`config.mk`:
```
export PLATFORM = sky130hd
export DESIGN_NAME = hbf_datapath
export DESIGN_NICKNAME = d
export VERILOG_FILES = /design/src/design/hbf_pkg.sv /design/src/design/hbf_datapath.sv
export SDC_FILE = /design/constraint.sdc
export NUM_CORES = 1
export LEC_CHECK = 0
export ABC_AREA = 1
export BUFFER_PORTS_ARGS = -buffer_cell sky130_fd_sc_hd__buf_2
export CAP_MARGIN = 20
export CORE_UTILIZATION = 30
export DETAILED_ROUTE_END_ITERATION = 8
export SLEW_MARGIN = 0
export SYNTH_ARGS = -nofsm -noshare
export SYNTH_HDL_FRONTEND = slang
export SYNTH_SLANG_ARGS = --single-unit
```
`constraint.sdc`:
```
create_clock -name i_clk -period 5.6 [get_ports i_clk]
set_input_delay 0.84 -clock i_clk [delete_from_list [all_inputs] [get_ports i_clk]]
set_output_delay 0.84 -clock i_clk [all_outputs]
set_load 0.1 [all_outputs]
```
`src/design/hbf_pkg.sv`:
```
// Shared constants, types and register codes for the high-boost 3x3 filter.
// Used by every module and interface of the block but hbf_ram; depends on nothing else.
`default_nettype none

package hbf_pkg;

    // Row geometry and row-store sizing.
    localparam int MAX_WIDTH = 1024;
    localparam int COL_W     = $clog2(MAX_WIDTH);
    localparam int MIN_DIM   = 3;

    // Configuration register fields.
    localparam int CFG_W_W    = 11;
    localparam int CFG_H_W    = 16;
    localparam int CFG_GAIN_W = 12;
    localparam int CFG_DATA_W = 16;
    localparam int CFG_IDX_W  = 2;

    localparam logic [CFG_IDX_W-1:0] CFG_IDX_WIDTH  = 2'd0;
    localparam logic [CFG_IDX_W-1:0] CFG_IDX_HEIGHT = 2'd1;
    localparam logic [CFG_IDX_W-1:0] CFG_IDX_GAIN   = 2'd2;

    localparam logic [CFG_W_W-1:0]    RST_WIDTH  = 11'd640;
    localparam logic [CFG_H_W-1:0]    RST_HEIGHT = 16'd480;
    localparam logic [CFG_GAIN_W-1:0] RST_GAIN   = 12'd2278;

    // Pixel layout.
    localparam int PIX_W    = 8;
    localparam int RGB_W    = 3 * PIX_W;
    localparam int WIN_ROWS = 3;

    // Filter arithmetic: gain is Q.8, the neighbor sum is scaled by 2^FRAC_W.
    localparam int FRAC_W      = 8;
    localparam int NSUM_W      = PIX_W + 3;
    localparam int PROD_W      = CFG_GAIN_W + PIX_W;
    localparam int ACC_W       = PROD_W + 2;
    localparam int X_W         = PROD_W - FRAC_W;
    localparam int RECIP_W     = 14;
    localparam int RECIP_SHIFT = 17;
    localparam int MQ_W        = X_W + RECIP_W;
    localparam int QUO_W       = MQ_W - RECIP_SHIFT;

    // Output queue.
    localparam int FIFO_DEPTH  = 8;
    localparam int FIFO_PTR_W  = $clog2(FIFO_DEPTH);
    localparam int LEVEL_W     = FIFO_PTR_W + 1;
    localparam int INFLIGHT_W  = 2;
    localparam int USED_W      = LEVEL_W + 1;

    localparam int EFF_W_W = (CFG_W_W > COL_W + 1) ? CFG_W_W : COL_W + 1;

    typedef logic [COL_W-1:0]      t_col;
    typedef logic [CFG_H_W-1:0]    t_row;
    typedef logic [EFF_W_W-1:0]    t_eff_w;
    typedef logic [PIX_W-1:0]      t_pix;
    typedef logic [RGB_W-1:0]      t_rgb;
    typedef logic [NSUM_W-1:0]     t_nsum;
    typedef logic [PROD_W-1:0]     t_prod;
    typedef logic [ACC_W-1:0]      t_acc;
    typedef logic [X_W-1:0]        t_x;
    typedef logic [MQ_W-1:0]       t_mq;
    typedef logic [QUO_W-1:0]      t_quo;
    typedef logic [FIFO_PTR_W-1:0] t_fifo_ptr;
    typedef logic [LEVEL_W-1:0]    t_level;
    typedef logic [INFLIGHT_W-1:0] t_inflight;
    typedef logic [USED_W-1:0]     t_used;

    localparam t_eff_w MIN_W_EXT = t_eff_w'(MIN_DIM);
    localparam t_eff_w MAX_W_EXT = t_eff_w'(MAX_WIDTH);
    localparam t_eff_w ONE_W_EXT = t_eff_w'(1);
    localparam t_row   MIN_H     = t_row'(MIN_DIM);

    // Reciprocal of nine, exact for quotient inputs below 2^RECIP_SHIFT / 4.
    localparam t_mq    RECIP_NINE = t_mq'(14564);
    localparam t_used  FIFO_LIMIT = t_used'(FIFO_DEPTH);

    typedef enum logic [1:0] {
        KIND_PIXEL,
        KIND_TAIL,
        KIND_ROW
    } t_item_kind;

    // One accepted item as it leaves the sequencer, aligned with row-store read data.
    typedef struct packed {
        logic       valid;
        t_item_kind kind;
        logic       emit;
        logic       boost;
        logic       fend;
        t_col       addr;
        t_rgb       rgb;
    } t_seq_item;

    typedef struct packed {
        t_pix red;
        t_pix green;
        t_pix blue;
        logic frame_end;
    } t_out_pix;

endpackage

`default_nettype wire

```
`src/design/hbf_datapath.sv`:
```
// Row-store write-back, red window and the three-stage high-boost arithmetic.
// Depends on hbf_pkg.
`default_nettype none

module hbf_datapath (
    input  wire logic                           i_clk,
    input  wire logic                           i_rst_n,
    input  wire hbf_pkg::t_seq_item             i_item,
    input  wire hbf_pkg::t_rgb                  i_up_rdata,
    input  wire hbf_pkg::t_rgb                  i_mid_rdata,
    input  wire logic [hbf_pkg::CFG_GAIN_W-1:0] i_center_gain,
    output      logic                           o_wr_en,
    output      hbf_pkg::t_col                  o_wr_addr,
    output      hbf_pkg::t_rgb                  o_up_wdata,
    output      hbf_pkg::t_rgb                  o_mid_wdata,
    output      logic                           o_push,
    output      hbf_pkg::t_out_pix              o_push_data,
    output      hbf_pkg::t_inflight             o_inflight
);

    // Window columns: c1 is the older kept column, c2 the newer; row 1 of c2 is the center.
    hbf_pkg::t_pix r_win_c1 [hbf_pkg::WIN_ROWS];
    hbf_pkg::t_pix r_win_c2 [hbf_pkg::WIN_ROWS];
    hbf_pkg::t_rgb r_prev_mid;

    logic          s1_pix, s1_emit;
    hbf_pkg::t_pix up_red, mid_red, in_red;

    logic          r_s2_emit, r_s2_boost, r_s2_fend;
    hbf_pkg::t_rgb r_s2_rgb, n_s2_rgb;
    hbf_pkg::t_prod r_s2_prod, n_s2_prod;
    hbf_pkg::t_nsum r_s2_nsum, n_s2_nsum;

    logic          r_s3_emit, r_s3_boost, r_s3_fend;
    hbf_pkg::t_rgb r_s3_rgb;
    hbf_pkg::t_x   r_s3_x, n_s3_x;
    hbf_pkg::t_acc s2_diff;

    hbf_pkg::t_mq  s3_mq;
    hbf_pkg::t_quo s3_quo;
    hbf_pkg::t_pix s3_red;

    // Stage 1: row-store data is here; write back, neighbor sum, center product.
    assign s1_pix  = i_item.valid && (i_item.kind == hbf_pkg::KIND_PIXEL);
    assign s1_emit = i_item.valid && i_item.emit;
    assign up_red  = i_up_rdata[hbf_pkg::RGB_W-1 -: hbf_pkg::PIX_W];
    assign mid_red = i_mid_rdata[hbf_pkg::RGB_W-1 -: hbf_pkg::PIX_W];
    assign in_red  = i_item.rgb[hbf_pkg::RGB_W-1 -: hbf_pkg::PIX_W];

    assign o_wr_en     = s1_pix;
    assign o_wr_addr   = i_item.addr;
    assign o_up_wdata  = i_mid_rdata;
    assign o_mid_wdata = i_item.rgb;

    always_comb begin
        n_s2_nsum = hbf_pkg::t_nsum'(r_win_c1[0]) + hbf_pkg::t_nsum'(r_win_c1[1])
                  + hbf_pkg::t_nsum'(r_win_c1[2]) + hbf_pkg::t_nsum'(r_win_c2[0])
                  + hbf_pkg::t_nsum'(r_win_c2[2]) + hbf_pkg::t_nsum'(up_red)
                  + hbf_pkg::t_nsum'(mid_red) + hbf_pkg::t_nsum'(in_red);
        n_s2_prod = hbf_pkg::t_prod'(i_center_gain) * hbf_pkg::t_prod'(r_win_c2[1]);
        n_s2_rgb  = (i_item.kind == hbf_pkg::KIND_ROW) ? i_mid_rdata : r_prev_mid;
    end

    always_ff @(posedge i_clk) begin
        if (s1_pix) begin
            r_win_c1[0] <= r_win_c2[0];
            r_win_c1[1] <= r_win_c2[1];
            r_win_c1[2] <= r_win_c2[2];
            r_win_c2[0] <= up_red;
            r_win_c2[1] <= mid_red;
            r_win_c2[2] <= in_red;
            r_prev_mid  <= i_mid_rdata;
        end
    end

    // Stage 2: subtract, drop negatives and take the Q.8 integer part.
    always_comb begin
        s2_diff = hbf_pkg::t_acc'(r_s2_prod)
                - hbf_pkg::t_acc'({r_s2_nsum, {hbf_pkg::FRAC_W{1'b0}}});
        if (s2_diff[hbf_pkg::ACC_W-1]) begin
            n_s3_x = '0;
        end else begin
            n_s3_x = s2_diff[hbf_pkg::PROD_W-1:hbf_pkg::FRAC_W];
        end
    end

    // Stage 3: divide by nine through the reciprocal and clamp to the pixel range.
    always_comb begin
        s3_mq  = hbf_pkg::t_mq'(r_s3_x) * hbf_pkg::RECIP_NINE;
        s3_quo = s3_mq[hbf_pkg::MQ_W-1:hbf_pkg::RECIP_SHIFT];
        if (s3_quo[hbf_pkg::QUO_W-1:hbf_pkg::PIX_W] != '0) begin
            s3_red = '1;
        end else begin
            s3_red = s3_quo[hbf_pkg::PIX_W-1:0];
        end
    end

    always_ff @(posedge i_clk) begin
        if (!i_rst_n) begin
            r_s2_emit <= 1'b0;
            r_s3_emit <= 1'b0;
        end else begin
            r_s2_emit <= s1_emit;
            r_s3_emit <= r_s2_emit;
        end
    end

    always_ff @(posedge i_clk) begin
        r_s2_boost <= i_item.boost;
        r_s2_fend  <= i_item.fend;
        r_s2_rgb   <= n_s2_rgb;
        r_s2_prod  <= n_s2_prod;
        r_s2_nsum  <= n_s2_nsum;
        r_s3_boost <= r_s2_boost;
        r_s3_fend  <= r_s2_fend;
        r_s3_rgb   <= r_s2_rgb;
        r_s3_x     <= n_s3_x;
    end

    assign o_push                = r_s3_emit;
    assign o_push_data.red       = r_s3_boost ? s3_red
                                              : r_s3_rgb[hbf_pkg::RGB_W-1 -: hbf_pkg::PIX_W];
    assign o_push_data.green     = r_s3_rgb[hbf_pkg::PIX_W +: hbf_pkg::PIX_W];
    assign o_push_data.blue      = r_s3_rgb[hbf_pkg::PIX_W-1:0];
    assign o_push_data.frame_end = r_s3_fend;

    assign o_inflight = hbf_pkg::t_inflight'(s1_emit) + hbf_pkg::t_inflight'(r_s2_emit)
                      + hbf_pkg::t_inflight'(r_s3_emit);

endmodule

`default_nettype wire

```
==> impl_metrics.toml <==
[critical_path]
reg2reg_from = "r_prev_mid[21]"
reg2reg_slack_ns = 1.13
path_common_cell = "inv_1"
cp.arrival_ns = 4.73
slowest_delay_ns = 0.50
worst-path-max-fanout = 5
worstRegToRegCells = 17
cp_top_family = "adder cells"
crit_slowest_cell = "fa_1"
endpoint_kind = "output pin"
worstPathRequired_ns = 4.76
crit_chain = "inv_1, fa_1, inv_1, ha_2, inv_1, fa_1, inv_1, fa_1, ha_4, ha_4, nand2_2, nor2_2, inv_2, nor2_4, nand3_4, nand3_2, nand2_2, inv_4, nor2_8, buf_6, a21oi_4, buf_12"
crit_buf_inv = 8
cp-start-kind = "flip-flop"
reg2reg_to = "r_s2_prod[19]"
crit_type = "reg -> out"

[global_route]
grt_pass1_vias = 8250
grtUsageMet3 = 0.0220
grt_overflow = 0
busiest_layer = "met2"
grtUsageTotal = 0.122
antenna_found_initial = 1
grt_max_degree = 65
met2_usage = 0.207
grt_pass1_wl_um = 40800
grt_use_met1 = 0.160

[min_path]
hold_depth = 0
worstHoldStart = "r_s2_rgb[9]"
hp-class = "reg -> reg"
holdPathEnd = "r_s3_rgb[9]"

[floorplanning]
fp.dieArea_um2 = 42300
die_h_um = 206
io_pins = 189
die_w_um = 206
start_util = 0.304
coreArea_um2 = 40900
rows = 74

[logic_synthesis]
syn_nets = 1677
yosys.area.top_type = "fa_1"
syn_area_per_cell_um2 = 9.52
netlist_area_um2 = 12400
seq_area_frac_synth = 0.298
yosys-top-cells-count = "inv_1, nand2_1, fa_1, ha_1, dfxtp_1"
ys.flop_type = "dfxtp_1"
synth-edff-count = 64
async_reset_ff_frac = 0
synth_seq_cells = 153
ys_warn_count = 0
synth_cells = 1308
synth.most_common_cell = "inv_1"
ys_types = 43
netlist.area_leader.share = 0.219
synthTopCellsByArea = "fa_1, edfxtp_1, dfxtp_1"

[sta]
tightest_slew_ns = 0.833
worst_hold_slack_ns = 0.325
finalMaxSlewViolations = 0
finalSetupViolations = 0
finalCriticalPeriod_ns = 5.57
fmax_ghz = 0.179
rsz0062_at_grt = "yes"
relSlewSlack = 0.444
skew_ns = 0.00586
period_share = 0.995
fin_tns_setup_ns = 0
hold_viol = 0

[routing]
via_count = 8084
viasPerCell = 4.23
postRouteAntennaNets = 0
drt-total-wl_um = 24900
drt_iter0_drc = 269
drc = 0
first_pass_iters = 4
wl_per_cell_um = 13.0

[cells_and_area]
fin_nets = 1733
fin_util = 0.347
syn2layout_area_growth_pct = 14.2
layout-drive-gt1-share = 0.199
nFillCells = 4180

[cts]
clkTransAtPathRegs_ns = 0.07
numCtsBuffers = 17
clock_sinks = 153
clk_latency_ns = 0.42
cts_tree = "built"
htreeDepth = 4
clk_path_buf_depth = 2
cts_root_buf = "clkbuf_16"

[place]
routabilityCongestion = 0.829
numPortBuffers = 120
hpwl_um = 21100

[flow_run]
maxCapViolations = 0

[outcome]
status = "finished clean"
-- per-stage QoR --
step	area (µm²)	setup WS, ns	std cells
after global placement	13200	0.172	1870
after floorplan	12500	-0.0855	1308
final	14200	0.0284	1910
after global routing	14200	-0.111	1909
after detailed placement	13200	0.195	1870
after CTS	14100	0.00164	1909
-- metal layers --
metal / vias to the layer above / share of wire
met1: 3898 / 0.46
met3: 19 / 0.040
li1: 4050 / -
met5: - / 0
met2: 117 / 0.49
met4: 0 / 0.010
-- what timing repair did --
item | in CTS | in global routing
hold buffers | 0 | 0
endpoints found under the setup margin | 8 | 8
buffers inserted | 7 | 0
gates cloned | 0 | 0
gates resized for setup | 47 | 23
pin swaps | 14 | 4
-- cell families (layout without fill, tap and decap cells) --
family	Yosys count	in the layout	synth area share
DFF	153	153	0.298
buffers and inverters	402	471	0.145
muxes	24	24	0.0217
xor gates and xnor gates	28	28	0.0197
adders and majority gates	267	267	0.350
and+or+nand+nor	338	338	0.117
other	0	1	0
AOI/OAI and AO/OA	96	96	0.0478
-- registers in the layout, summed over array words and instances, names as in the netlist --
name / cells
o_push: 1
r_s3_boost: 1
r_s2_boost: 1
r_win_c1: 24
r_s2_rgb: 24
r_s2_nsum: 11
r_s3_fend: 1
r_prev_mid: 23
r_s3_x: 12
r_s2_emit: 1
r_s2_prod: 12
r_s3_rgb: 24
r_s2_fend: 1
r_win_c2: 17
-- layout by cell type, fill, tap and decap left out, types with 24 or more instances in the layout --
master	count
edfxtp_1	64
nand2_1	220
mux2_2	24
nor2_1	37
inv_1	294
fa_1	134
dfxtp_1	79
a21oi_1	47
ha_1	118
buf_2	112
-- area by class of cell --
class | instances | area [µm²] | share of cell area
Multi-Input combinational cell | 753 | 7240 | 0.510
Clock inverter | 13 | 121 | 0.00854
Tap cell | 532 | 666 | 0.0468
Inverter | 305 | 1150 | 0.0809
Clock buffer | 19 | 464 | 0.0327
Timing Repair Buffer | 134 | 842 | 0.0592
Antenna cell | 1 | 2.50 | 0.000176
Sequential cell | 153 | 3730 | 0.262
-- worst max-delay path by stage --
stage	startpoint	end	slack, ns	cells after the start
floorplan	r_s3_x[9]	o_push_data[17]	-0.09	19
global placement	r_s3_x[8]	o_push_data[22]	0.17	20
detailed placement	r_s3_x[8]	o_push_data[22]	0.20	20
CTS	r_s3_x[2]	o_push_data[22]	0.002	22
global route	r_s3_x[5]	o_push_data[22]	-0.11	22
finish	r_s3_x[6]	o_push_data[22]	0.03	22
Power is not shown: default switching activity piles up to over one toggle a cycle in this logic, so the estimate is an artifact.
