### src/design/hbf_pkg.sv
// Shared constants, types and register codes for the high-boost 3x3 filter.
// Used by every module and interface of the block but hbf_ram; depends on nothing else.
`default_nettype none

package hbf_pkg;

    // Row geometry and row-store sizing.
    localparam int MAX_WIDTH = 1024;
    localparam int COL_W     = $clog2(MAX_WIDTH);
    localparam int MIN_DIM   = 3;

    // Configuration register fields.
    localparam int CFG_W_W    = 11;
    localparam int CFG_H_W    = 16;
    localparam int CFG_GAIN_W = 12;
    localparam int CFG_DATA_W = 16;
    localparam int CFG_IDX_W  = 2;

    localparam logic [CFG_IDX_W-1:0] CFG_IDX_WIDTH  = 2'd0;
    localparam logic [CFG_IDX_W-1:0] CFG_IDX_HEIGHT = 2'd1;
    localparam logic [CFG_IDX_W-1:0] CFG_IDX_GAIN   = 2'd2;

    localparam logic [CFG_W_W-1:0]    RST_WIDTH  = 11'd640;
    localparam logic [CFG_H_W-1:0]    RST_HEIGHT = 16'd480;
    localparam logic [CFG_GAIN_W-1:0] RST_GAIN   = 12'd2278;

    // Pixel layout.
    localparam int PIX_W    = 8;
    localparam int RGB_W    = 3 * PIX_W;
    localparam int WIN_ROWS = 3;

    // Filter arithmetic: gain is Q.8, the neighbor sum is scaled by 2^FRAC_W.
    localparam int FRAC_W      = 8;
    localparam int NSUM_W      = PIX_W + 3;
    localparam int PROD_W      = CFG_GAIN_W + PIX_W;
    localparam int ACC_W       = PROD_W + 2;
    localparam int X_W         = PROD_W - FRAC_W;
    localparam int RECIP_W     = 14;
    localparam int RECIP_SHIFT = 17;
    localparam int MQ_W        = X_W + RECIP_W;
    localparam int QUO_W       = MQ_W - RECIP_SHIFT;

    // Output queue.
    localparam int FIFO_DEPTH  = 8;
    localparam int FIFO_PTR_W  = $clog2(FIFO_DEPTH);
    localparam int LEVEL_W     = FIFO_PTR_W + 1;
    localparam int INFLIGHT_W  = 2;
    localparam int USED_W      = LEVEL_W + 1;

    localparam int EFF_W_W = (CFG_W_W > COL_W + 1) ? CFG_W_W : COL_W + 1;

    typedef logic [COL_W-1:0]      t_col;
    typedef logic [CFG_H_W-1:0]    t_row;
    typedef logic [EFF_W_W-1:0]    t_eff_w;
    typedef logic [PIX_W-1:0]      t_pix;
    typedef logic [RGB_W-1:0]      t_rgb;
    typedef logic [NSUM_W-1:0]     t_nsum;
    typedef logic [PROD_W-1:0]     t_prod;
    typedef logic [ACC_W-1:0]      t_acc;
    typedef logic [X_W-1:0]        t_x;
    typedef logic [MQ_W-1:0]       t_mq;
    typedef logic [QUO_W-1:0]      t_quo;
    typedef logic [FIFO_PTR_W-1:0] t_fifo_ptr;
    typedef logic [LEVEL_W-1:0]    t_level;
    typedef logic [INFLIGHT_W-1:0] t_inflight;
    typedef logic [USED_W-1:0]     t_used;

    localparam t_eff_w MIN_W_EXT = t_eff_w'(MIN_DIM);
    localparam t_eff_w MAX_W_EXT = t_eff_w'(MAX_WIDTH);
    localparam t_eff_w ONE_W_EXT = t_eff_w'(1);
    localparam t_row   MIN_H     = t_row'(MIN_DIM);

    // Reciprocal of nine, exact for quotient inputs below 2^RECIP_SHIFT / 4.
    localparam t_mq    RECIP_NINE = t_mq'(14564);
    localparam t_used  FIFO_LIMIT = t_used'(FIFO_DEPTH);

    typedef enum logic [1:0] {
        KIND_PIXEL,
        KIND_TAIL,
        KIND_ROW
    } t_item_kind;

    // One accepted item as it leaves the sequencer, aligned with row-store read data.
    typedef struct packed {
        logic       valid;
        t_item_kind kind;
        logic       emit;
        logic       boost;
        logic       fend;
        t_col       addr;
        t_rgb       rgb;
    } t_seq_item;

    typedef struct packed {
        t_pix red;
        t_pix green;
        t_pix blue;
        logic frame_end;
    } t_out_pix;

endpackage

`default_nettype wire

### src/design/hbf_sequencer.sv
// Frame position tracking: column and row counters, drain control, row-store reads.
// Depends on hbf_pkg.
`default_nettype none

module hbf_sequencer (
    input  wire logic                        i_clk,
    input  wire logic                        i_rst_n,
    input  wire logic                        i_accept,
    input  wire logic                        i_command,
    input  wire hbf_pkg::t_rgb               i_rgb,
    input  wire logic [hbf_pkg::CFG_W_W-1:0] i_image_width,
    input  wire logic [hbf_pkg::CFG_H_W-1:0] i_image_height,
    input  wire logic                        i_restart,
    output      logic                        o_rd_en,
    output      hbf_pkg::t_col               o_rd_addr,
    output      hbf_pkg::t_seq_item          o_item
);

    hbf_pkg::t_col      r_col, n_col;
    hbf_pkg::t_row      r_row, n_row;
    logic               r_tail_done, n_tail_done;
    hbf_pkg::t_seq_item r_item, n_item;

    hbf_pkg::t_eff_w w_ext;
    hbf_pkg::t_eff_w eff_w;
    hbf_pkg::t_col   w_last;
    hbf_pkg::t_row   eff_h;
    logic            draining;
    logic            col_last;
    logic            col_nz, col_ge2, row_nz, row_ge2;

    // Effective geometry: width held to 3..MAX_WIDTH, height to at least 3.
    always_comb begin
        w_ext = hbf_pkg::t_eff_w'(i_image_width);
        if (w_ext < hbf_pkg::MIN_W_EXT) begin
            eff_w = hbf_pkg::MIN_W_EXT;
        end else if (w_ext > hbf_pkg::MAX_W_EXT) begin
            eff_w = hbf_pkg::MAX_W_EXT;
        end else begin
            eff_w = w_ext;
        end
        w_last = hbf_pkg::t_col'(eff_w - hbf_pkg::ONE_W_EXT);
        eff_h  = (i_image_height < hbf_pkg::MIN_H) ? hbf_pkg::MIN_H : i_image_height;
    end

    assign draining = (r_row >= eff_h);
    assign col_last = (r_col == w_last);
    assign col_nz   = (r_col != '0);
    assign col_ge2  = (r_col[hbf_pkg::COL_W-1:1] != '0);
    assign row_nz   = (r_row != '0);
    assign row_ge2  = (r_row[hbf_pkg::CFG_H_W-1:1] != '0);

    always_comb begin
        n_col        = r_col;
        n_row        = r_row;
        n_tail_done  = r_tail_done;
        o_rd_en      = 1'b0;
        n_item.valid = 1'b0;
        n_item.kind  = hbf_pkg::KIND_PIXEL;
        n_item.emit  = 1'b0;
        n_item.boost = 1'b0;
        n_item.fend  = 1'b0;
        n_item.addr  = r_col;
        n_item.rgb   = i_rgb;

        if (i_accept) begin
            if (draining) begin
                if (!r_tail_done) begin
                    // The last pixel of the second-to-last row comes out first.
                    n_tail_done  = 1'b1;
                    n_item.valid = 1'b1;
                    n_item.kind  = hbf_pkg::KIND_TAIL;
                    n_item.emit  = 1'b1;
                end else begin
                    n_item.valid = 1'b1;
                    n_item.kind  = hbf_pkg::KIND_ROW;
                    n_item.emit  = 1'b1;
                    o_rd_en      = 1'b1;
                    if (col_last) begin
                        n_item.fend = 1'b1;
                        n_col       = '0;
                        n_row       = '0;
                        n_tail_done = 1'b0;
                    end else begin
                        n_col = r_col + hbf_pkg::t_col'(1);
                    end
                end
            end else if (!i_command) begin
                n_item.valid = 1'b1;
                n_item.kind  = hbf_pkg::KIND_PIXEL;
                n_item.emit  = (col_nz && row_nz) || (!col_nz && row_ge2);
                n_item.boost = row_ge2 && col_ge2;
                o_rd_en      = 1'b1;
                if (col_last) begin
                    n_col = '0;
                    n_row = r_row + hbf_pkg::t_row'(1);
                end else begin
                    n_col = r_col + hbf_pkg::t_col'(1);
                end
            end
        end

        if (i_restart) begin
            n_col       = '0;
            n_row       = '0;
            n_tail_done = 1'b0;
        end
    end

    always_ff @(posedge i_clk) begin
        if (!i_rst_n) begin
            r_col       <= '0;
            r_row       <= '0;
            r_tail_done <= 1'b0;
            r_item      <= '0;
        end else begin
            r_col       <= n_col;
            r_row       <= n_row;
            r_tail_done <= n_tail_done;
            r_item      <= n_item;
        end
    end

    assign o_rd_addr = r_col;
    assign o_item    = r_item;

endmodule

`default_nettype wire

### config.mk
export PLATFORM = sky130hd
export DESIGN_NAME = hbf_sequencer
export DESIGN_NICKNAME = d
export VERILOG_FILES = /design/src/design/hbf_pkg.sv /design/src/design/hbf_sequencer.sv
export SDC_FILE = /design/constraint.sdc
export NUM_CORES = 1
export LEC_CHECK = 0
export ABC_CLOCK_PERIOD_IN_PS = 5200
export BUFFER_PORTS_ARGS = -buffer_cell sky130_fd_sc_hd__clkbuf_2
export CAP_MARGIN = 20
export CORE_MARGIN = 3
export CORE_UTILIZATION = 33
export CTS_CLUSTER_SIZE = 24
export DETAILED_ROUTE_END_ITERATION = 7
export GPL_ROUTABILITY_DRIVEN = 0
export SETUP_SLACK_MARGIN = 0.02
export SLEW_MARGIN = 20
export SYNTH_ARGS = -nofsm -noshare
export SYNTH_HDL_FRONTEND = slang
export SYNTH_SLANG_ARGS = --single-unit
export TNS_END_PERCENT = 5
### constraint.sdc
create_clock -name i_clk -period 5.2 [get_ports i_clk]
set_input_delay 1.3 -clock i_clk [delete_from_list [all_inputs] [get_ports i_clk]]
set_output_delay 1.3 -clock i_clk [all_outputs]
set_load 0.005 [all_outputs]
==> reports/results.md <==
| Item | Reported |
|:---|:---|
| Count leader, synth | sky130_fd_sc_hd__dfxtp_1 |
| Cell variety after synth | 58 |
| Wire per inst | 14.1 microns |
| Fraction of final layout cells sized beyond drive strength 1 | 0.277 |
| CTS sink count | 67 |
| Antenna-violating nets left | 0 |
| Area growth from synthesis to final layout | 24.1% |
| Post-Place Setup Slack | 0.246 ns |
| Area share of the leading cell type in the synthesized netlist | 0.380 |
| Total setup buffers inserted after CTS | 0 |
| Core outline area | 10400 sq um |
| Total congestion overflow after global routing | 0 |
| Final period util | 0.956 |
| Cells after synthesis | 400 |
| Flip-flop and latch count after synthesis | 67 |
| Commonest cells in the synthesized netlist | sky130_fd_sc_hd__dfxtp_1 (67), sky130_fd_sc_hd__and2_1 (34), sky130_fd_sc_hd__nor2_1 (30), sky130_fd_sc_hd__inv_1 (26), sky130_fd_sc_hd__ha_1 (21) |
| Worst Hold Class | flip-flop to flip-flop |
| Startpoint types | primary input |
| TNS Setup | 0 ns |
| Setup violators final | 0 |
| Number of max-cap violations | 0 |
| Category of the critical setup timing path | primary input to output pin |
| Worst slew pin tran | 0.567 ns |
| Clock insertion delay at the later pin of the skew report | 0.34 ns |
| Top Metal Used | met4 |
| Initial standard-cell utilization of the core | 0.340 |
| Warning count from the yosys run | 0 |
| Final Worst Setup Slack | 0.229 ns |
| Area of the multi-input gates | 1980 sq um |
| Critical Path AT | 3.67 ns |
| Initial antenna violation count | 0 |
| Clock tree skew after final layout | 0.00545 ns |
| Syn Area/Cell | 8.82 sq um |
| Origin of the critical flop-to-flop path | r_row[15] |
| Fraction of synthesis flops using an asynchronous set or reset pin | 0 |
| Routed length on met2 | 4.12 mm |
| Number of levels the H-tree was split into | 3 |
| Top cells by area, synth | sky130_fd_sc_hd__dfxtp_1 (38%), sky130_fd_sc_hd__ha_1 (7.4%), sky130_fd_sc_hd__and2_1 (6.0%) |
| Maximum fanout count along the critical path | 3 |
| Final max-slew violation count | 0 |
| DIE HEIGHT | 109 microns |
| Die width | 109 microns |
| Depth of the most critical reg-to-reg path | 11 |
| Vias after detailed routing | 3233 |
| Data required time at the worst endpoint | 3.90 ns |
| Seq. cell area | 1340 sq um |
| Library cell occupying the most area in the post-synthesis netlist | sky130_fd_sc_hd__dfxtp_1 |
| Post-Synthesis Net Count | 477 |
| Nets | 577 |
| GRT Total Usage | 0.146 |
| Longest Clk Path Bufs | 2 |
| CP Launch Point | i_image_height[4] |
| Top-level I/O count | 107 |
| Worst voltage drop across the vdd grid | 147 uV |
| Capture point of the worst path | o_rd_en |
| Area of the die | 12000 sq um |
| First-iteration detailed-routing DRC count | 126 |
| Prevailing post-synth register cell | sky130_fd_sc_hd__dfxtp_1 |
| Met1 wire length | 4.09 mm |
| Endpoint of the worst register-to-register path | o_rd_addr[0] |
| Unrepaired setup endpoints after global routing | false |
| Relative max-transition margin | 0.622 |
| Core Rows | 37 |
| Number of buffers added by the clock tree synthesis step | 9 |
| First-pass detailed-route iteration total | 4 |
| Number of enable flip-flop cells after synthesis | 0 |
| Filler Cell Count | 1066 |
| Worst Setup End Kind | output pin |
| Ant. Diodes | 0 |
| Root Buffer | sky130_fd_sc_hd__clkbuf_8 |
| Highest attainable clock frequency | 201 MHz |
| # resized after CTS | 0 |
| DRC | 0 |
| Final Critical Period | 4.97 ns |
| Maximum number of pins on one net before global-route repair | 38 |
| Mapped cell area | 3530 sq um |
| Number of vias per cell after detailed routing | 5.04 |
| Detailed placer's ending HPWL | 6.87 mm |
| Final std cells w/o fill | 641 |
| Metal3 WL | 641 microns |
| # hold bufs at CTS | 0 |
| Post-synthesis sequential area ratio | 0.380 |
| Leak Pwr | 1.94 nW |
| Quantity of I/O buffers inserted on ports | 106 |
| Clk slew on worst S/H paths | 0.08 ns |
| Run status | complete, no violations |
| Detailed Route WL | 9.03 mm |
| Via count of the first global-routing pass | 2844 |
| R2R Setup Slk | 2.00 ns |
| Final hold viol count | 0 |
| TritonCTS clock tree | built |
| Global-route wire length before repair | 13.8 mm |
| Worst hold margin | 0.542 ns |
| Number of placed cells counting well taps | 625 |
| Pwr/cell area | 257 nW/um^2 |
-- placed cells by master, fill, tap and decap left out, types with 3 or more instances in the layout --
cell type / synthesis / routed
sky130_fd_sc_hd__buf_4: 0 / 4
sky130_fd_sc_hd__nor4_1: 9 / 9
sky130_fd_sc_hd__o211ai_1: 6 / 6
sky130_fd_sc_hd__nand2_1: 16 / 16
sky130_fd_sc_hd__a21oi_1: 18 / 18
sky130_fd_sc_hd__nor2b_1: 4 / 4
sky130_fd_sc_hd__clkbuf_2: 0 / 106
sky130_fd_sc_hd__nand2b_1: 5 / 5
sky130_fd_sc_hd__nand3_1: 10 / 10
sky130_fd_sc_hd__or2_2: 3 / 3
sky130_fd_sc_hd__a32o_1: 9 / 9
sky130_fd_sc_hd__and3_1: 11 / 11
sky130_fd_sc_hd__inv_1: 26 / 26
sky130_fd_sc_hd__clkbuf_8: 0 / 10
sky130_fd_sc_hd__o211a_1: 3 / 3
sky130_fd_sc_hd__o21ai_0: 12 / 12
sky130_fd_sc_hd__nor2_1: 30 / 30
sky130_fd_sc_hd__xor2_1: 9 / 9
sky130_fd_sc_hd__dfxtp_1: 67 / 67
sky130_fd_sc_hd__xnor2_1: 12 / 12
sky130_fd_sc_hd__nor3b_1: 8 / 8
sky130_fd_sc_hd__nand4_1: 10 / 10
sky130_fd_sc_hd__nor3_1: 9 / 9
sky130_fd_sc_hd__and2_1: 34 / 34
sky130_fd_sc_hd__ha_1: 21 / 21
-- worst min-delay path by stage --
stage | from | endpoint | slack [ns] | cells after the start
after detailed placement | r_row[15] | r_row[15] | 0.53 | 2
final | r_row[15] | r_row[15] | 0.54 | 2
after CTS | r_row[15] | r_row[15] | 0.53 | 2
after floorplan | r_tail_done | o_item[37] | 0.47 | 1
after global routing | r_row[15] | r_row[15] | 0.57 | 2
after global placement | r_row[15] | r_row[15] | 0.51 | 2
-- metal layers --
metal | vias to the layer above | global-route usage
met5 | - | 0
met4 | 0 | 0.0525
met3 | 16 | 0.0305
met2 | 107 | 0.242
met1 | 1486 | 0.186
li1 | 1624 | -
-- flip-flops by register name, indices dropped and copies added, names as in the netlist --
name,cells
o_item,40
o_rd_addr,10
r_row,16
r_tail_done,1
-- logic make-up (layout without fill, tap and decap cells) --
family                   count (synthesis)  count (layout)  synth area share
AND/OR/NAND/NOR                        166             166             0.271
XOR/XNOR                                21              21            0.0521
AO/OA/AOI/OAI                           74              74             0.150
buffers and inverters                   47             152            0.0574
flip-flops                              67              67             0.380
adder cells (fa/ha/maj)                 21              21            0.0745
multiplexers                             4               4            0.0152
-- cell type report --
class	instances	area share
inverter	26	0.0223
clock inverter	6	0.0203
timing repair buffer	110	0.128
sequential	67	0.306
clock buffer	10	0.0314
tap	136	0.0388
multi-input combinational	286	0.453
-- where the power goes --
group	total, mW	switching (mW)	internal [mW]
sequential	0.528	0.00433	0.524
combinational	0.108	0.0570	0.0507
clock	0.491	0.208	0.283
total	1.13	0.269	0.858
-- through the flow --
step / utilization / instance area, sq um / total power [mW]
3_5_place_dp: 0.401 / 4150 / 0.649
3_3_place_gp: 0.401 / 4150 / 0.646
5_1_grt: 0.422 / 4380 / 1.17
4_1_cts: 0.422 / 4380 / 1.14
6_report: 0.422 / 4380 / 1.13
2_1_floorplan: - / 3530 / 0.599
-- critical path, stage by stage --
cell,delay (ns)
sky130_fd_sc_hd__clkbuf_2,0.09
sky130_fd_sc_hd__nor4_1,0.45
sky130_fd_sc_hd__a41oi_1,0.20
sky130_fd_sc_hd__ha_1,0.31
sky130_fd_sc_hd__o211ai_1,0.15
sky130_fd_sc_hd__a21oi_1,0.06
sky130_fd_sc_hd__o41ai_1,0.38
sky130_fd_sc_hd__buf_4,0.19
sky130_fd_sc_hd__a21oi_1,0.06
sky130_fd_sc_hd__or2_2,0.35
sky130_fd_sc_hd__clkbuf_2,0.13
No activity file was read; power rests on OpenSTA's default activity.
