$ cat src/design/hbf_pkg.sv
// Shared constants, types and register codes for the high-boost 3x3 filter.
// Used by every module and interface of the block but hbf_ram; depends on nothing else.
`default_nettype none

package hbf_pkg;

    // Row geometry and row-store sizing.
    localparam int MAX_WIDTH = 1024;
    localparam int COL_W     = $clog2(MAX_WIDTH);
    localparam int MIN_DIM   = 3;

    // Configuration register fields.
    localparam int CFG_W_W    = 11;
    localparam int CFG_H_W    = 16;
    localparam int CFG_GAIN_W = 12;
    localparam int CFG_DATA_W = 16;
    localparam int CFG_IDX_W  = 2;

    localparam logic [CFG_IDX_W-1:0] CFG_IDX_WIDTH  = 2'd0;
    localparam logic [CFG_IDX_W-1:0] CFG_IDX_HEIGHT = 2'd1;
    localparam logic [CFG_IDX_W-1:0] CFG_IDX_GAIN   = 2'd2;

    localparam logic [CFG_W_W-1:0]    RST_WIDTH  = 11'd640;
    localparam logic [CFG_H_W-1:0]    RST_HEIGHT = 16'd480;
    localparam logic [CFG_GAIN_W-1:0] RST_GAIN   = 12'd2278;

    // Pixel layout.
    localparam int PIX_W    = 8;
    localparam int RGB_W    = 3 * PIX_W;
    localparam int WIN_ROWS = 3;

    // Filter arithmetic: gain is Q.8, the neighbor sum is scaled by 2^FRAC_W.
    localparam int FRAC_W      = 8;
    localparam int NSUM_W      = PIX_W + 3;
    localparam int PROD_W      = CFG_GAIN_W + PIX_W;
    localparam int ACC_W       = PROD_W + 2;
    localparam int X_W         = PROD_W - FRAC_W;
    localparam int RECIP_W     = 14;
    localparam int RECIP_SHIFT = 17;
    localparam int MQ_W        = X_W + RECIP_W;
    localparam int QUO_W       = MQ_W - RECIP_SHIFT;

    // Output queue.
    localparam int FIFO_DEPTH  = 8;
    localparam int FIFO_PTR_W  = $clog2(FIFO_DEPTH);
    localparam int LEVEL_W     = FIFO_PTR_W + 1;
    localparam int INFLIGHT_W  = 2;
    localparam int USED_W      = LEVEL_W + 1;

    localparam int EFF_W_W = (CFG_W_W > COL_W + 1) ? CFG_W_W : COL_W + 1;

    typedef logic [COL_W-1:0]      t_col;
    typedef logic [CFG_H_W-1:0]    t_row;
    typedef logic [EFF_W_W-1:0]    t_eff_w;
    typedef logic [PIX_W-1:0]      t_pix;
    typedef logic [RGB_W-1:0]      t_rgb;
    typedef logic [NSUM_W-1:0]     t_nsum;
    typedef logic [PROD_W-1:0]     t_prod;
    typedef logic [ACC_W-1:0]      t_acc;
    typedef logic [X_W-1:0]        t_x;
    typedef logic [MQ_W-1:0]       t_mq;
    typedef logic [QUO_W-1:0]      t_quo;
    typedef logic [FIFO_PTR_W-1:0] t_fifo_ptr;
    typedef logic [LEVEL_W-1:0]    t_level;
    typedef logic [INFLIGHT_W-1:0] t_inflight;
    typedef logic [USED_W-1:0]     t_used;

    localparam t_eff_w MIN_W_EXT = t_eff_w'(MIN_DIM);
    localparam t_eff_w MAX_W_EXT = t_eff_w'(MAX_WIDTH);
    localparam t_eff_w ONE_W_EXT = t_eff_w'(1);
    localparam t_row   MIN_H     = t_row'(MIN_DIM);

    // Reciprocal of nine, exact for quotient inputs below 2^RECIP_SHIFT / 4.
    localparam t_mq    RECIP_NINE = t_mq'(14564);
    localparam t_used  FIFO_LIMIT = t_used'(FIFO_DEPTH);

    typedef enum logic [1:0] {
        KIND_PIXEL,
        KIND_TAIL,
        KIND_ROW
    } t_item_kind;

    // One accepted item as it leaves the sequencer, aligned with row-store read data.
    typedef struct packed {
        logic       valid;
        t_item_kind kind;
        logic       emit;
        logic       boost;
        logic       fend;
        t_col       addr;
        t_rgb       rgb;
    } t_seq_item;

    typedef struct packed {
        t_pix red;
        t_pix green;
        t_pix blue;
        logic frame_end;
    } t_out_pix;

endpackage

`default_nettype wire

$ cat src/design/hbf_stream_if.sv
// Valid/ready stream interfaces for the filter's pixel input and pixel output.
// Depends on hbf_pkg for the field widths.
`default_nettype none


interface hbf_out_if;
    logic                     valid;
    logic                     ready;
    logic [hbf_pkg::PIX_W-1:0] out_red;
    logic [hbf_pkg::PIX_W-1:0] out_green;
    logic [hbf_pkg::PIX_W-1:0] out_blue;
    logic                     frame_end;

    modport source (output valid, out_red, out_green, out_blue, frame_end, input ready);
    modport sink   (input valid, out_red, out_green, out_blue, frame_end, output ready);
endinterface

`default_nettype wire

$ cat src/design/hbf_out_fifo.sv
// Output queue of finished pixels that drives the output stream.
// Depends on hbf_pkg and hbf_out_if.
`default_nettype none

module hbf_out_fifo (
    input  wire logic              i_clk,
    input  wire logic              i_rst_n,
    input  wire logic              i_push,
    input  wire hbf_pkg::t_out_pix i_push_data,
    output      hbf_pkg::t_level   o_level,
    hbf_out_if.source              o_pix
);

    hbf_pkg::t_out_pix r_mem [hbf_pkg::FIFO_DEPTH];
    hbf_pkg::t_fifo_ptr r_wr_ptr, n_wr_ptr;
    hbf_pkg::t_fifo_ptr r_rd_ptr, n_rd_ptr;
    hbf_pkg::t_level    r_level, n_level;
    logic               pop;

    assign pop = o_pix.valid && o_pix.ready;

    always_comb begin
        n_wr_ptr = i_push ? r_wr_ptr + hbf_pkg::t_fifo_ptr'(1) : r_wr_ptr;
        n_rd_ptr = pop ? r_rd_ptr + hbf_pkg::t_fifo_ptr'(1) : r_rd_ptr;
        n_level  = r_level;
        if (i_push && !pop) begin
            n_level = r_level + hbf_pkg::t_level'(1);
        end else if (pop && !i_push) begin
            n_level = r_level - hbf_pkg::t_level'(1);
        end
    end

    always_ff @(posedge i_clk) begin
        if (!i_rst_n) begin
            r_wr_ptr <= '0;
            r_rd_ptr <= '0;
            r_level  <= '0;
        end else begin
            r_wr_ptr <= n_wr_ptr;
            r_rd_ptr <= n_rd_ptr;
            r_level  <= n_level;
        end
    end

    always_ff @(posedge i_clk) begin
        if (i_push) begin
            r_mem[r_wr_ptr] <= i_push_data;
        end
    end

    assign o_level         = r_level;
    assign o_pix.valid     = (r_level != '0);
    assign o_pix.out_red   = r_mem[r_rd_ptr].red;
    assign o_pix.out_green = r_mem[r_rd_ptr].green;
    assign o_pix.out_blue  = r_mem[r_rd_ptr].blue;
    assign o_pix.frame_end = r_mem[r_rd_ptr].frame_end;

endmodule

`default_nettype wire
$ cat src/flat_wrapper.sv
// flat-port wrapper written by rule: the top's interface ports become plain ports
module hbf_out_fifo_flat 
  (i_clk, i_rst_n, i_push, i_push_data, o_level, o_pix_valid, o_pix_out_red, o_pix_out_green, o_pix_out_blue, o_pix_frame_end, o_pix_ready);
  hbf_out_if o_pix_i ();
  input  wire logic i_clk;
  input  wire logic i_rst_n;
  input  wire logic i_push;
  input  wire hbf_pkg::t_out_pix i_push_data;
  output      hbf_pkg::t_level o_level;
  output wire logic [$bits(o_pix_i.valid)-1:0] o_pix_valid;
  output wire logic [$bits(o_pix_i.out_red)-1:0] o_pix_out_red;
  output wire logic [$bits(o_pix_i.out_green)-1:0] o_pix_out_green;
  output wire logic [$bits(o_pix_i.out_blue)-1:0] o_pix_out_blue;
  output wire logic [$bits(o_pix_i.frame_end)-1:0] o_pix_frame_end;
  input wire logic [$bits(o_pix_i.ready)-1:0] o_pix_ready;
  assign o_pix_valid = o_pix_i.valid;
  assign o_pix_out_red = o_pix_i.out_red;
  assign o_pix_out_green = o_pix_i.out_green;
  assign o_pix_out_blue = o_pix_i.out_blue;
  assign o_pix_frame_end = o_pix_i.frame_end;
  assign o_pix_i.ready = o_pix_ready;
  hbf_out_fifo u_core (.i_clk(i_clk), .i_rst_n(i_rst_n), .i_push(i_push), .i_push_data(i_push_data), .o_level(o_level), .o_pix(o_pix_i));
endmodule
$ cat config.mk
export PLATFORM = sky130hd
export DESIGN_NAME = hbf_out_fifo_flat
export DESIGN_NICKNAME = d
export VERILOG_FILES = /design/src/design/hbf_pkg.sv /design/src/design/hbf_stream_if.sv /design/src/design/hbf_out_fifo.sv /design/src/flat_wrapper.sv
export SDC_FILE = /design/constraint.sdc
export NUM_CORES = 1
export LEC_CHECK = 0
export BUFFER_PORTS_ARGS = -buffer_cell sky130_fd_sc_hd__buf_2
export CAP_MARGIN = 20
export CORE_AREA = 2 2 186 188
export CTS_CLUSTER_SIZE = 24
export DETAILED_ROUTE_END_ITERATION = 10
export DIE_AREA = 0 0 188 190
export PLACE_DENSITY_LB_ADDON = 0.15
export REMOVE_ABC_BUFFERS = 1
export SETUP_SLACK_MARGIN = 0.5
export SLEW_MARGIN = 20
export SYNTH_ARGS = -nofsm -noshare
export SYNTH_HDL_FRONTEND = slang
export SYNTH_SLANG_ARGS = --single-unit
$ cat constraint.sdc
create_clock -name i_clk -period 2.57 [get_ports i_clk]
set_input_delay 0 -clock i_clk [delete_from_list [all_inputs] [get_ports i_clk]]
set_output_delay 0 -clock i_clk [all_outputs]
set_load 0.005 [all_outputs]
==> results of run 1 <==
Yosys cell counts (all sizes together):
cell    count
a211oi      1
a21boi      1
a21oi       1
a31oi       1
and2        7
buf        13
clkbuf      4
dfxtp      13
edfxtp    200
fa          1
ha          5
inv         1
mux2       25
mux2i       3
mux4       50
nand2       7
nand2b      4
nand3       3
nor2        7
nor2b       2
nor3        2
o21ai       1
or4         1
xnor2       5
xor2        1
cell families (layout without fill, tap and decap cells):
group                      count (synthesis)  after routing
buffers and inverters                     18            166
DFF                                      213            213
xor gates and xnor gates                   6              6
other                                      0              1
muxes                                     78             78
AOI/OAI and AO/OA                          5              5
and+or+nand+nor                           33             33
adders and majority gates                  6              6
worst reg2reg max path, stage by stage, from the launching register on:
cell and delay, ns:
dfxtp_4 0.35, or4_4 0.57, nand2_4 0.11, ha_4 0.14, inv_4 0.05, ha_4 0.25, a21oi_4 0.12, a211oi_1 0.08
a31oi_1 0.19, mux2i_1 0.20
worst max path at each step:
stage          slack, ns          startpoint                 end
2_1_floorplan      -0.10  u_core.r_wr_ptr[1]  u_core.r_mem[0][0]
3_3_place_gp        0.21   u_core.o_level[0]   u_core.o_level[3]
3_5_place_dp        0.15   u_core.o_level[0]   u_core.o_level[3]
4_1_cts             0.42           flip-flop    o_pix_out_red[1]
5_1_grt             0.37   u_core.o_level[1]   u_core.o_level[3]
6_report            0.46   u_core.o_level[1]   u_core.o_level[3]
registers in the layout, summed over array words and instances (netlist names), named ones only:
register,cells
u_core.o_level,4
u_core.r_rd_ptr,3
u_core.r_wr_ptr,3
u_core.r_mem,200
report_power, final:
part	leakage, uW	internal, uW	switching [uW]
combinational	0.00122	1480	986
sequential	0.00193	3950	98.9
clock	0.000401	2110	1350
cell type report:
cell class | instances | area (um2)
Antenna cell | 1 | 2.50
Clock buffer | 35 | 704
Clock inverter | 13 | 118
Fill cell | 3251 | 23200
Inverter | 1 | 6.26
Multi-Input combinational cell | 128 | 2010
Sequential cell | 213 | 6280
Tap cell | 455 | 569
Timing Repair Buffer | 117 | 1040
metal layers:
layer	vias to the layer above	track usage [%]	share of wire [%]
met5	-	0	0
met4	0	2.60	1.9
met3	30	2.40	4.2
met2	77	18.1	48
met1	2099	13.9	46
li1	1773	-	-
per-stage QoR:
step           hold slack, ns  util [%]  TNS, ns
2_1_floorplan          0.0989         -    -3.78
5_1_grt                 0.298      31.6        0
3_5_place_dp            0.278      27.5        0
4_1_cts                 0.271      31.3        0
6_report                0.290      31.6        0
3_3_place_gp            0.266      27.5        0
repair_timing:
action,in CTS,in global routing
setup buffers,4,5
hold endpoints to repair,213,0
cloned,4,0
hold buffers,29,0
endpoints found under the setup margin,28,27
pin swaps,4,5
resized for setup,67,20
==> metrics.md, run 1 <==
| Metric | Value |
|---|---|
| Worst slew pin tran | `0.604 ns` |
| Starting Density | `24.6%` |
| Final Hold Fails | `0` |
| Synthesis-stage register bit count | `213` |
| CTS tree | `done` |
| Global-route wire length before repair | `28100 um` |
| Full die area | `35700 um2` |
| Die height | `190 um` |
| Critical Path, Cell by Cell | `or4_4, nand2_4, ha_4, inv_4, ha_4, a21oi_4, a211oi_1, a31oi_1, mux2i_1` |
| Mapped Area | `8340 um2` |
| Fin cells | `963` |
| Critical Path Most Common Cell | `ha_4` |
| Leading cell type in the layout, fill and taps excluded | `edfxtp_1` |
| WP data required | `3.01 ns` |
| Pin count of the biggest net entering global routing | `26` |
| Number of synthesis warnings | `0` |
| Multiplexer share of the synthesized area | `19.5%` |
| CP max stage cell | `or4_4` |
| Critical path data arrival time | `2.55 ns` |
| Skew-Pair Late Insertion Delay | `0.52 ns` |
| Startpoint type of the worst setup path | `flip-flop` |
| Lkg Pwr | `0.00355 uW` |
| Top cell type's share of synthesized area | `72.0%` |
| Die Width | `188 um` |
| Pre-CTS WS | `0.152 ns` |
| Syn Area/Cell | `23.2 um2` |
| Finished Cell Area | `10700 um2` |
| Fmax | `473 MHz` |
| Largest family of logic cells by synthesized area | `multiplexers` |
| Buffers on Ports | `58` |
| Residual DRC | `0` |
| Reg2Reg Setup Slack | `0.46 ns` |
| Final #Nets | `522` |
| Period utilisation layout | `82.3%` |
| Site row count | `68` |
| Area leader, netlist | `edfxtp_1` |
| Placed instance area | `9330 um2` |
| Synth Area in Adders | `0.990%` |
| Final HPWL DP | `10000 um` |
| Yosys cell types | `27` |
| Worst Setup End Kind | `flip-flop` |
| Hold Path Origin | `i_push_data[17]` |
| Antenna Nets Post-Route | `0` |
| Top post-synthesis cells by area | `edfxtp_1 72%, mux4_1 16%, mux2_2 3.4%` |
| Worst Path Buf+Inv | `1` |
| Worst min path class | `primary input to flip-flop` |
| Max incr delay on CP | `0.57 ns` |
| Register area share after synthesis | `75.1%` |
| Final total power | `9980 uW` |
| Worst r2r path cells | `9` |
| H-tree lvl count | `1` |
| Slew margin rel. | `59.7%` |
| Crit path max fanout | `4` |
| Hold Path Cell Cnt | `2` |
| Mapped Cells | `359` |
| Via count | `3979` |
| Power Density | `930 nW/um2` |
| Initial DRC count | `215` |
| Fraction of layout cells with a size suffix above 1 | `39.8%` |
| Status | `completed` |
| Num CTS Buffers | `26` |
| Reg2reg end | `u_core.o_level[3]` |
| Final Max Slew Viols | `0` |
| Worst Slack Setup Final | `0.456 ns` |
| Layout Area Growth over Synthesis | `28.6%` |
| Minimum clock period | `2.11 ns` |
| RR Startpoint | `u_core.o_level[1]` |
| Total Wirelength | `19000 um` |
| Fin Clk Skew | `0.0156 ns` |
| Total core area | `33900 um2` |
| Simple-Gate Fraction of Synth Area | `2.04%` |
| Most frequent cells in the layout | `200 x edfxtp_1, 45 x buf_2, 33 x mux4_2` |
| Global Route Usage Sum | `10.7%` |
| Vias/cell | `4.13` |
| Crit Path Class | `flip-flop to flip-flop` |
| RSZ-0062 raised after global routing | `true` |
| Initial antenna violation count | `1` |
| GP Congestion | `0.709` |
| # placed instances | `872` |
| Vias in the first global route | `4393` |
| Drt wl/cell | `19.7 um` |
| Compound-gate portion of the synthesized area | `0.375%` |
| Clk pin slew, worst setup/hold paths | `0.05 ns` |
| Max IR drop VDD | `468 uV` |
| Crit-path leading delay family | `simple AND/OR/NAND/NOR gates` |
| XOR/XNOR Fraction of Synth Area | `0.630%` |
| Setup violators final | `0` |
| Clk sinks | `213` |
| MaxCap Viol Count | `0` |
| DRT Pass-1 Iters | `4` |
| I/O pin total | `59` |
| Worst Hold End | `u_core.r_mem[6][17]` |
| Global route overflow | `0` |
| CP Depth | `9` |
| Root Buffer | `clkbuf_16` |
| Clk buf depth | `3` |
Power figures use the tool's default switching activity.
==> run 2, diff against run 1 <==
clock period = 2.2 ns   (was 2.57 ns; I/O delays follow)
==> run 2 against run 1 <==
  * Worst setup slack worse by 0.44 ns
  * Wire length rose by 0.43%
  * Sequential power rose by 16%
  * Register-to-register slack got worse by 0.32 ns
  * Clock power barely moved
  * Sequential share of layout area decreased by 0.85 points
  * Core utilization rose by 0.42 points
  * Via count up 0.45%
  * Non-clock buffer count is 2 higher
  * Clock skew decreased by 0.00058 ns
  * Final area is 1.3% higher
==> metrics.md, run 2 (synthesized netlist as in run 1, its figures left out) <==
| Metric | Value |
|---|---|
| Lkg Pwr | `0.00358 uW (was 0.00355 uW)` |
| Fin Clk Skew | `0.0150 ns (was 0.0156 ns)` |
| Hold Path Origin | `i_push_data[12] (was i_push_data[17])` |
| Worst slew pin tran | `0.429 ns (was 0.604 ns)` |
| Critical path data arrival time | `2.18 ns (was 2.55 ns)` |
| Crit path max fanout | `6 (was 4)` |
| Worst Slack Setup Final | `0.0201 ns (was 0.456 ns)` |
| Worst min path class | `primary input to flip-flop (unchanged)` |
| Starting Density | `24.6% (unchanged)` |
| Max IR drop VDD | `446 uV (was 468 uV)` |
| Total core area | `33900 um2 (unchanged)` |
| Vias/cell | `4.17 (was 4.13)` |
| I/O pin total | `59 (unchanged)` |
| Worst Setup End Kind | `output port (was flip-flop)` |
| Initial DRC count | `331 (was 215)` |
| Clk buf depth | `3 (unchanged)` |
| Num CTS Buffers | `24 (was 26)` |
| Die Width | `188 um (unchanged)` |
| Hold Path Cell Cnt | `2 (unchanged)` |
| Initial antenna violation count | `1 (unchanged)` |
| Global route hottest layer | `met2 (unchanged)` |
| WP data required | `2.20 ns (was 3.01 ns)` |
| Reg with most FFs | `u_core.r_mem (unchanged)` |
| RR Startpoint | `u_core.o_level[0] (was u_core.o_level[1])` |
| Max reg flops | `200 (unchanged)` |
| Vias in the first global route | `4523 (was 4393)` |
| Routing usage on met2 | `19.0% (was 18.1%)` |
| Slew margin rel. | `71.4% (was 59.7%)` |
| Skew-Pair Late Insertion Delay | `0.52 ns (about the same)` |
| Hold WS | `0.296 ns (was 0.290 ns)` |
| # placed instances | `873 (was 872)` |
| Most frequent cells in the layout | `200 x edfxtp_1, 37 x buf_2, 35 x mux4_2 (was 200 x edfxtp_1, 45 x buf_2, 33 x mux4_2)` |
| Via count | `3997 (was 3979)` |
| Final Hold Fails | `0 (unchanged)` |
| Worst Hold End | `u_core.r_mem[4][12] (was u_core.r_mem[6][17])` |
| Startpoint type of the worst setup path | `flip-flop (unchanged)` |
| Pre-CTS WS | `-0.0997 ns (was 0.152 ns)` |
| CTS tree | `done (unchanged)` |
| Final total power | `11600 uW (was 9980 uW)` |
| Die height | `190 um (unchanged)` |
| Leading cell type in the layout, fill and taps excluded | `edfxtp_1 (unchanged)` |
| Pin count of the biggest net entering global routing | `51 (was 26)` |
| Global-route wire length before repair | `28500 um (was 28100 um)` |
| Clk sinks | `213 (unchanged)` |
| Antenna Nets Post-Route | `0 (unchanged)` |
| Fin cells | `958 (was 963)` |
| Period utilisation layout | `99.1%` |
| Status | `completed (unchanged)` |
| Root Buffer | `clkbuf_16 (unchanged)` |
| Crit Path Class | `flip-flop to output port (was flip-flop to flip-flop)` |
| Final Max Slew Viols | `0 (unchanged)` |
| DRT Pass-1 Iters | `4 (unchanged)` |
| Residual DRC | `0 (unchanged)` |
| Fmax | `459 MHz` |
| H-tree lvl count | `1 (unchanged)` |
| Worst r2r path cells | `9 (unchanged)` |
| Global route overflow | `0 (unchanged)` |
| M3 GR Usage | `2.55% (was 2.40%)` |
| Final #Nets | `522 (unchanged)` |
| Reg2reg end | `u_core.o_level[3] (unchanged)` |
| Minimum clock period | `2.18 ns` |
| Reg2Reg Setup Slack | `0.14 ns (was 0.46 ns)` |
| Met1 Usage GRT | `13.3% (was 13.9%)` |
| Layout Area Growth over Synthesis | `30.4% (was 28.6%)` |
| Power Density | `1070 nW/um2 (was 930 nW/um2)` |
| Total Wirelength | `19100 um (was 19000 um)` |
| Full die area | `35700 um2 (unchanged)` |
| Fraction of layout cells with a size suffix above 1 | `40.8% (was 39.8%)` |
| Global Route Usage Sum | `10.7% (about the same)` |
| Site row count | `68 (unchanged)` |
| Drt wl/cell | `19.9 um (was 19.7 um)` |
| GP Congestion | `0.691 (was 0.709)` |
| RSZ-0062 raised after global routing | `true (unchanged)` |
| Setup violators final | `0 (unchanged)` |
| Clk pin slew, worst setup/hold paths | `0.06 ns (was 0.05 ns)` |
| Final HPWL DP | `9350 um (was 10000 um)` |
| Buffers on Ports | `58 (unchanged)` |
| MaxCap Viol Count | `0 (unchanged)` |
[run 2: area by class of cell]
class	instances	area, um2
clock buffer	32	631
antenna	1	2.50
sequential	213	6270
fill	3268	23100
inverter	1	8.76
tap	455	569
multi-input combinational	128	2050
timing repair buffer	119	1290
clock inverter	9	53.8
[run 2: worst max-delay path by stage]
| stage | slack (ns) | endpoint | depth (start not counted) | startpoint |
|---|---|---|---|---|
| 4_1_cts | 0.001 | o_pix_out_red[3] | 6 | flip-flop |
| 6_report | 0.02 | o_pix_out_red[3] | 6 | flip-flop |
| 5_1_grt | -0.07 | o_pix_out_green[7] | 6 | flip-flop |
| 3_5_place_dp | -0.1 | u_core.o_level[3] | 9 | u_core.o_level[3] |
| 2_1_floorplan | -0.47 | u_core.r_mem[0][0] | 2 | u_core.r_wr_ptr[1] |
| 3_3_place_gp | 0.004 | u_core.o_level[3] | 9 | u_core.o_level[3] |
[run 2: power breakdown]
group / total (uW) / internal, uW / leakage [uW] / switching [uW]
Combinational: 3460 / 2130 / 0.00131 / 1330
Sequential: 4690 / 4600 / 0.00193 / 82.5
Clock: 3480 / 2000 / 0.000339 / 1480
[run 2: stage by stage]
step | setup TNS, ns | instance area, um2 | utilization, %
6_report | 0 | 10900 | 32.0
5_1_grt | -0.988 | 10900 | 32.0
4_1_cts | 0 | 10800 | 31.8
3_5_place_dp | -0.146 | 9420 | 27.8
3_3_place_gp | 0 | 9420 | 27.8
2_1_floorplan | -30.89 | 8230 | -
[run 2: critical path, stage by stage, from the launching register on]
cell and delay, ns:
dfxtp_4 0.37, buf_12 0.15, buf_12 0.11, buf_16 0.13
mux4_2 0.49, mux2_4 0.30, buf_6 0.12
[run 2: layer usage]
metal / vias to the layer above / share of wire, %
met3: 25 / 4.9
met1: 2135 / 43
li1: 1764 / -
met5: - / 0
met2: 73 / 50
met4: 0 / 1.8
[run 2: what timing repair did]
action	CTS	global route
resized for setup	89	20
cloned	6	1
hold buffers	28	0
hold endpoints to repair	213	0
setup buffers	8	0
pin swaps	6	2
setup endpoints to repair	28	28
==> run 3, diff against run 2 <==
clock period = 2.65 ns   (was 2.2 ns; I/O delays follow)
==> run 3 against run 2 <==
  * Worst hold slack gained 0.0050 ns
  * Combinational power shrank 23%
  * Worst setup slack gained 0.49 ns
  * Die area is the same
  * Register-to-register slack gained 0.38 ns
  * First-iteration DRC count shrank 3.0%
  * Global-route usage grew 0.34 points
  * Sequential share of layout area grew 0.95 points
  * Final cell count shrank 0.52%
  * Via count shrank 0.80%
  * Critical path type unchanged
  * Largest cell class unchanged
  * Highest routed layer unchanged
==> metrics.md, run 3 (synthesized netlist as in run 1, its figures left out) <==
| Metric | Value |
|---|---|
| Status | `completed (unchanged)` |
| Fraction of layout cells with a size suffix above 1 | `43.2% (was 40.8%)` |
| Residual DRC | `0 (unchanged)` |
| Skew-Pair Late Insertion Delay | `0.52 ns (about the same)` |
| Worst Slack Setup Final | `0.507 ns (was 0.0201 ns)` |
| MaxCap Viol Count | `0 (unchanged)` |
| CTS tree | `done (unchanged)` |
| Max IR drop VDD | `408 uV (was 446 uV)` |
| GP Congestion | `0.721 (was 0.691)` |
| Power Density | `900 nW/um2 (was 1070 nW/um2)` |
| Pin count of the biggest net entering global routing | `26 (was 51)` |
| Initial DRC count | `321 (was 331)` |
| Initial antenna violation count | `0 (was 1)` |
| Max reg flops | `200 (unchanged)` |
| Lkg Pwr | `0.00349 uW (was 0.00358 uW)` |
| Most frequent cells in the layout | `200 x edfxtp_1, 50 x mux4_2, 40 x buf_2 (was 200 x edfxtp_1, 37 x buf_2, 35 x mux4_2)` |
| Startpoint type of the worst setup path | `flip-flop (unchanged)` |
| Leading cell type in the layout, fill and taps excluded | `edfxtp_1 (unchanged)` |
| Fin Clk Skew | `0.0237 ns (was 0.0150 ns)` |
| Hold Path Cell Cnt | `2 (unchanged)` |
| Worst r2r path cells | `9 (unchanged)` |
| Worst Setup End Kind | `output port (unchanged)` |
| Global-route wire length before repair | `29300 um (was 28500 um)` |
| Site row count | `68 (unchanged)` |
| Multi-input logic area | `1960 um2 (was 2050 um2)` |
| Critical path data arrival time | `2.14 ns (was 2.18 ns)` |
| Critical Path, Cell by Cell | `buf_12, buf_16, mux4_2, mux2_4, buf_6 (was buf_12, buf_12, buf_16, mux4_2, mux2_4, buf_6)` |
| Total Wirelength | `19400 um (was 19100 um)` |
| Minimum clock period | `2.14 ns` |
| Antenna Nets Post-Route | `0 (unchanged)` |
| Total core area | `33900 um2 (unchanged)` |
| Vias/cell | `4.16 (was 4.17)` |
| FF/Latch Area | `6280 um2 (was 6270 um2)` |
| Fmax | `467 MHz` |
| Die Width | `188 um (unchanged)` |
| Via count | `3965 (was 3997)` |
| CP max stage cell | `mux4_2 (unchanged)` |
| DRT Pass-1 Iters | `5 (was 4)` |
| Pre-CTS WS | `0.217 ns (was -0.0997 ns)` |
| Global route overflow | `0 (unchanged)` |
| Max incr delay on CP | `0.51 ns (was 0.49 ns)` |
| ANT cells | `0 (was 1)` |
| I/O pin total | `59 (unchanged)` |
| Crit path max fanout | `8 (was 6)` |
| Drt wl/cell | `20.4 um (was 19.9 um)` |
| Setup violators final | `0 (unchanged)` |
| WP data required | `2.65 ns (was 2.20 ns)` |
| Layout Area Growth over Synthesis | `28.4% (was 30.4%)` |
| Reg with most FFs | `u_core.r_mem (unchanged)` |
| Vias in the first global route | `4383 (was 4523)` |
| Buffers on Ports | `58 (unchanged)` |
| Worst min path class | `primary input to flip-flop (unchanged)` |
| Root Buffer | `clkbuf_16 (unchanged)` |
| Starting Density | `24.6% (unchanged)` |
| Die height | `190 um (unchanged)` |
| Final HPWL DP | `9890 um (was 9350 um)` |
| Num CTS Buffers | `25 (was 24)` |
| Worst slew pin tran | `0.624 ns (was 0.429 ns)` |
| Full die area | `35700 um2 (unchanged)` |
| Clk buf depth | `3 (unchanged)` |
| Final #Nets | `521 (was 522)` |
| H-tree lvl count | `1 (unchanged)` |
| Period utilisation layout | `80.9%` |
| Slew margin rel. | `58.3% (was 71.4%)` |
| Final Hold Fails | `0 (unchanged)` |
| RSZ-0062 raised after global routing | `true (unchanged)` |
| Clk sinks | `213 (unchanged)` |
| Crit Path Class | `flip-flop to output port (unchanged)` |
| Clk pin slew, worst setup/hold paths | `0.05 ns (was 0.06 ns)` |
| Hold WS | `0.301 ns (was 0.296 ns)` |
| Fill cells | `3291 (was 3268)` |
| Global Route Usage Sum | `11.1% (was 10.7%)` |
| Final Max Slew Viols | `0 (unchanged)` |
-- run 3: final timing paths --
| check | startpoint | end | slack [ns] |
|---|---|---|---|
| worst max register to register | u_core.o_level[3] | u_core.o_level[3] | 0.52 |
| worst max-delay path | flip-flop | o_pix_frame_end | 0.51 |
| worst min-delay path | i_push_data[21] | u_core.r_mem[2][21] | 0.30 |
| worst min register to register | u_core.o_level[3] | u_core.o_level[3] | 0.49 |
-- run 3: repair_timing --
action                     4_1_cts  5_1_grt
hold buffers                    29        0
pin swaps                        3        5
setup endpoints to repair       28       27
setup buffers                    5        4
cloned                           7        0
gates resized for setup         96       25
hold endpoints to repair       213        0
-- run 3: routing by layer --
layer | GRT usage [%] | vias to the layer above | wire length, um
met2 | 18.6 | 93 | 9470
met5 | 0 | - | 0
li1 | - | 1740 | -
met4 | 2.39 | 0 | 277
met3 | 2.82 | 25 | 1120
met1 | 14.5 | 2107 | 8570
-- run 3: power breakdown --
| group | switching, uW | leakage [uW] | internal [uW] | total (uW) |
|---|---|---|---|---|
| Combinational | 1020 | 0.00121 | 1640 | 2660 |
| Sequential | 114 | 0.00193 | 3830 | 3940 |
| Clock | 1230 | 0.000347 | 1810 | 3040 |
| Total | 2360 | 0.00349 | 7280 | 9640 |
-- run 3: worst max-delay path, delay by kind of cell (launching register included) --
kind	cells	cell delay [ns]
mux	2	0.80
flops	1	0.41
buf+inv	3	0.41
-- run 3: cell type report --
cell class | instances | area share, %
sequential | 213 | 58.6
multi-input combinational | 128 | 18.3
timing repair buffer | 117 | 11.0
clock buffer | 32 | 6.09
tap | 455 | 5.31
clock inverter | 7 | 0.561
inverter | 1 | 0.0584
-- run 3: metrics by stage --
stage	util [%]	instances	power (uW)	setup TNS, ns	cell area [um2]
after floorplan	-	342	5030	-0.604	8230
after global placement	27.5	869	5640	0	9330
after detailed placement	27.5	869	5680	0	9330
after CTS	31.2	949	9660	0	10600
after global routing	31.6	953	10100	0	10700
final	31.6	953	9640	0	10700
